<file path="config.mk">
export PLATFORM = sky130hd
export DESIGN_NAME = cru_mul
export DESIGN_NICKNAME = d
export VERILOG_FILES = /design/src/hw/rtl/cru_pkg.sv /design/src/hw/rtl/cru_mul.sv
export SDC_FILE = /design/constraint.sdc
export NUM_CORES = 2
export LEC_CHECK = 0
export ABC_CLOCK_PERIOD_IN_PS = 8100
export BUFFER_PORTS_ARGS = -buffer_cell sky130_fd_sc_hd__buf_4
export CAP_MARGIN = 20
export CORE_MARGIN = 4
export CORE_UTILIZATION = 32
export DETAILED_ROUTE_END_ITERATION = 6
export PLACE_DENSITY = 0.5
export SLEW_MARGIN = 20
export SYNTH_ARGS = -nofsm -noshare
export SYNTH_HDL_FRONTEND = slang
export SYNTH_SLANG_ARGS = --single-unit
export TNS_END_PERCENT = 10
</file>
<file path="constraint.sdc">
create_clock -name clk -period 8.1 [get_ports clk]
set_input_delay 0.81 -clock clk [delete_from_list [all_inputs] [get_ports clk]]
set_output_delay 0.81 -clock clk [all_outputs]
set_load 0.05 [all_outputs]
</file>
<file path="src/hw/rtl/cru_pkg.sv">
package cru_pkg;

  localparam int unsigned VAL_W  = 32;
  localparam int unsigned SUM_W  = 64;
  localparam int unsigned QUO_W  = 17;
  localparam int unsigned FRAC_W = 16;
  localparam int unsigned ROWS   = 3;

  localparam logic [VAL_W-1:0] Q_ONE = 32'h0001_0000;
  localparam logic [15:0]      NO_TARGET = 16'hFFFF;

  localparam logic [2:0] CFG_KIND   = 3'd0;
  localparam logic [2:0] CFG_USE    = 3'd1;
  localparam logic [2:0] CFG_INV    = 3'd2;
  localparam logic [2:0] CFG_TARGET = 3'd3;
  localparam logic [2:0] CFG_TOTAL  = 3'd4;

  localparam logic [1:0] COL_TRANSLATION = 2'd3;

  typedef enum logic [1:0] {
    MODE_OWNER  = 2'd0,
    MODE_TARGET = 2'd1,
    MODE_ROT    = 2'd2
  } cru_mode_t;

  // Everything an item needs at the final mux, carried along the pipe
  typedef struct packed {
    cru_mode_t              mode;
    logic [2:0]             use_m;
    logic [2:0]             inv_m;
    logic [3:0][VAL_W-1:0]  own;
    logic [3:0][VAL_W-1:0]  tgt;
  } cru_side_t;

  function automatic logic [VAL_W-1:0] mag32(input logic [VAL_W-1:0] v);
    return v[VAL_W-1] ? (VAL_W'(0) - v) : v;
  endfunction

endpackage

</file>
<file path="src/hw/rtl/cru_mul.sv">
module cru_mul
  import cru_pkg::*;
(
  input  logic                        clk,
  input  logic                        rst_n,
  input  logic                        en,
  input  logic                        in_valid,
  input  cru_side_t                   in_side,
  input  logic [VAL_W-1:0]            in_scale,
  input  logic [ROWS-1:0][QUO_W-1:0]  in_quo,
  input  logic [ROWS-1:0]             in_neg,
  output logic                        out_valid,
  output logic [3:0][VAL_W-1:0]       out_res
);

  localparam int unsigned PRD_W = QUO_W + VAL_W;
  localparam int unsigned SHR_W = PRD_W - FRAC_W;
  localparam logic [SHR_W-1:0] POS_MAX = SHR_W'(33'h0_7FFF_FFFF);
  localparam logic [SHR_W-1:0] NEG_MAX = SHR_W'(33'h0_8000_0000);

  logic                        v1_r, v2_r;
  cru_side_t                   side1_r;
  logic [ROWS-1:0][PRD_W-1:0]  prd_r;
  logic [ROWS-1:0]             neg1_r;
  logic [3:0][VAL_W-1:0]       res_r;
  logic [3:0][VAL_W-1:0]       res_nxt;
  logic [SHR_W-1:0]            shr [ROWS];
  logic [VAL_W-1:0]            sat [ROWS];

  always_comb begin
    for (int i = 0; i < ROWS; i++) begin
      shr[i] = prd_r[i][PRD_W-1:FRAC_W];
      if (!neg1_r[i]) begin
        sat[i] = (shr[i] > POS_MAX) ? 32'h7FFF_FFFF : shr[i][VAL_W-1:0];
      end else begin
        sat[i] = (shr[i] > NEG_MAX) ? 32'h8000_0000 : (VAL_W'(0) - shr[i][VAL_W-1:0]);
      end
    end
    case (side1_r.mode)
      MODE_TARGET: res_nxt = side1_r.tgt;
      MODE_ROT:    res_nxt = {side1_r.own[3], sat[2], sat[1], sat[0]};
      default:     res_nxt = side1_r.own;
    endcase
  end

  always_ff @(posedge clk) begin
    if (!rst_n) begin
      v1_r <= 1'b0;
      v2_r <= 1'b0;
    end else if (en) begin
      v1_r <= in_valid;
      v2_r <= v1_r;
    end
  end

  always_ff @(posedge clk) begin
    if (en) begin
      side1_r <= in_side;
      neg1_r  <= in_neg;
      for (int i = 0; i < ROWS; i++) begin
        prd_r[i] <= PRD_W'(in_quo[i]) * PRD_W'(in_scale);
      end
      res_r <= res_nxt;
    end
  end

  assign out_valid = v2_r;
  assign out_res   = res_r;

endmodule

</file>
==> results.ini <==
[run_status]
status=finished, final reports clean

[place]
io_buffers=476
place_hpwl_um=158000
gp_congestion=0.850

[detailed_routing]
drc=0
drtIter0Drc=3269
routed_wl_um=209000
vias=49047
wl_per_cell_um=20.5
viasPerCell=4.81
dr.pass1.iters=6
postRouteAntennaNets=0

[cells_and_area]
mostFrequentLayoutCells=inv_1, fa_1, nand2_1, and2_1, buf_4
areaGrowthSynthToFinish_pct=12.4
mostFrequentLayoutCell=inv_1
drive_above_1_share_pct=9.74
nets=9367

[grt]
grt_pass1_wl_um=325000
antenna_found_initial=37
grt-ovfl-total=0
grt.total_usage_pct=18.8
grt_pass1_vias=53340
grt_start_max_net_pins=178

[flow_run]
maxCapViolCount=0

[sta]
rsz0062_at_grt=no
finClkSkew_ns=0.0196
fmax_mhz=137
slew_headroom_pct=23.3
worstMarginPinSlew_ns=1.15
fin_setup_tns_ns=0
min_period_ns=7.30
period_share_pct=90.1
finalHoldViolCount=0
finalSetupViolations=0
slew_viol_final=0

[synthesis]
yosysTopAreaCell=fa_1
synth_edf_count=488
syn_nets=9091
ys_seq_area_share_pct=21.3
ys_ff_latch=490
synth_ff_type=edfxtp_1
yosysUniqueCellTypes=77
async_flop_share_pct=0
yosysWarnings=0
ys_top_cells_by_area=fa_1, edfxtp_1, inv_1, ha_1, nand2_1
syn_inst=7025
netlist_area_sq_um=68900
synth_top_area_share_pct=39.0
syn_avg_cell_area_sq_um=9.80

[cts]
post_cts_buffers=0
cts_buffers=52
hold_buffers=0
root_buffer=clkbuf_16
cts_htree_levels=2
cts_tree=done
clk_latency_ns=0.63
ctsResizeCount=0
cts_sinks=490
clockBufferDepth=3
path_clk_slew_ns=0.06

[die]
io_pins=483
die_height_um=472
floorplan.initialDensity_pct=32.1
placeableCoreArea_sq_um=214000
fp.dieW_um=472
die-area_sq_um=223000
placementRows=170

[setup_path]
ff2ff_path_depth=12
worstPathRequired_ns=8.47
crit_path_end_kind=flip-flop
startpoint_type=input pin
cp_max_fo=37
path_class=input pin to flip-flop
cp.arrival_ns=7.67

[worst_hold_path]
min_path_cells=1
hold_path.class=input pin to flip-flop

## cell type report
cell class / instances / area [sq um]
Antenna cell: 15 / 37.5
Clock buffer: 63 / 1360
Clock inverter: 30 / 254
Fill cell: 21666 / 137000
Inverter: 1548 / 5810
Multi-Input combinational cell: 4596 / 46900
Sequential cell: 490 / 14700
Tap cell: 2838 / 3550
Timing Repair Buffer: 613 / 4820
## metal layers
metal  part of all wire (%)  up-vias  track usage, %
li1                       -    21951               -
met1                     43    25370            25.4
met2                     48     1418            31.8
met3                    6.4      282            2.98
met4                    2.4       26            4.50
met5                  0.080        -               0
## sequential cells by signal (all words and copies together), names as in the netlist
| register | flops |
|---|---|
| out_res | 128 |
| v1_r | 1 |
| neg1_r | 3 |
| side1_r | 258 |
| out_valid | 1 |
| prd_r | 99 |
## cell usage after synthesis, types with 8 or more instances
cell	count
a31oi_1	18
nor2b_1	28
a22o_1	32
a21oi_1	158
inv_1	1546
nor2_1	106
nand3_1	46
and3_1	19
a21o_1	57
clkbuf_1	378
a221o_1	9
o21ai_0	156
nand2b_1	10
a22oi_1	90
a211oi_1	11
o22ai_1	47
nand2_1	1114
o21a_1	13
fa_1	1341
ha_1	371
edfxtp_1	488
nor3b_1	9
nor4_1	22
and2_1	633
o21bai_1	13
o31ai_1	8
xor2_1	39
xnor2_1	64
or3_1	15
nand4_1	32
nor3_1	37
## worst paths after layout
check	slack, ns	to	start
worst max-delay path	0.80	prd_r[48]	in_scale[9]
worst min-delay path	0.35	side1_r[249]	in_side[249]
worst max register to register	3.15	out_res[75]	prd_r[114]
worst min register to register	0.52	v1_r	v1_r
## through the flow
| stage | hold slack [ns] | worst slack (ns) | cells | area (sq um) | util, % |
|---|---|---|---|---|---|
| 3_5_place_dp | 0.518 | 0.178 | 10085 | 75800 | 35.3 |
| 6_report | 0.347 | 0.799 | 10193 | 77400 | 36.1 |
| 4_1_cts | 0.279 | 0.844 | 10178 | 77400 | 36.1 |
| 2_1_floorplan | 0.482 | 1.09 | 7025 | 68900 | - |
| 5_1_grt | 0.299 | 0.534 | 10182 | 77400 | 36.1 |
| 3_3_place_gp | 0.494 | 0.267 | 10085 | 75800 | 35.3 |
## worst max-delay path, cell delays in order
cell	delay (ns)
buf_4	0.50
buf_4	0.23
nand2_1	0.07
fa_1	0.52
inv_1	0.06
fa_1	0.56
fa_1	0.46
fa_1	0.47
fa_1	0.50
inv_1	0.05
fa_1	0.47
inv_1	0.04
ha_1	0.34
nand4_1	0.12
or3_1	0.42
or3_1	0.32
o32a_1	0.18
o211ai_1	0.18
a21oi_1	0.17
buf_4	0.19
a21oi_1	0.43
a311o_1	0.30
a21oi_1	0.09
xnor2_1	0.12
## cells by family (layout without fill, tap and decap cells)
group / Yosys count / in the layout / share of synthesized area, %
flops: 490 / 490 / 21.3
buf+inv: 1939 / 2254 / 10.7
simple gates: 2113 / 2113 / 14.8
fa+ha+maj: 1712 / 1712 / 45.7
mux: 3 / 3 / 0.0454
xor+xnor: 103 / 103 / 1.31
compound gates: 665 / 665 / 6.16
other cells: 0 / 15 / 0
Power is left out: the tool's default activity adds up to more than one toggle a clock period on the data nets, which glitch-free logic cannot reach.
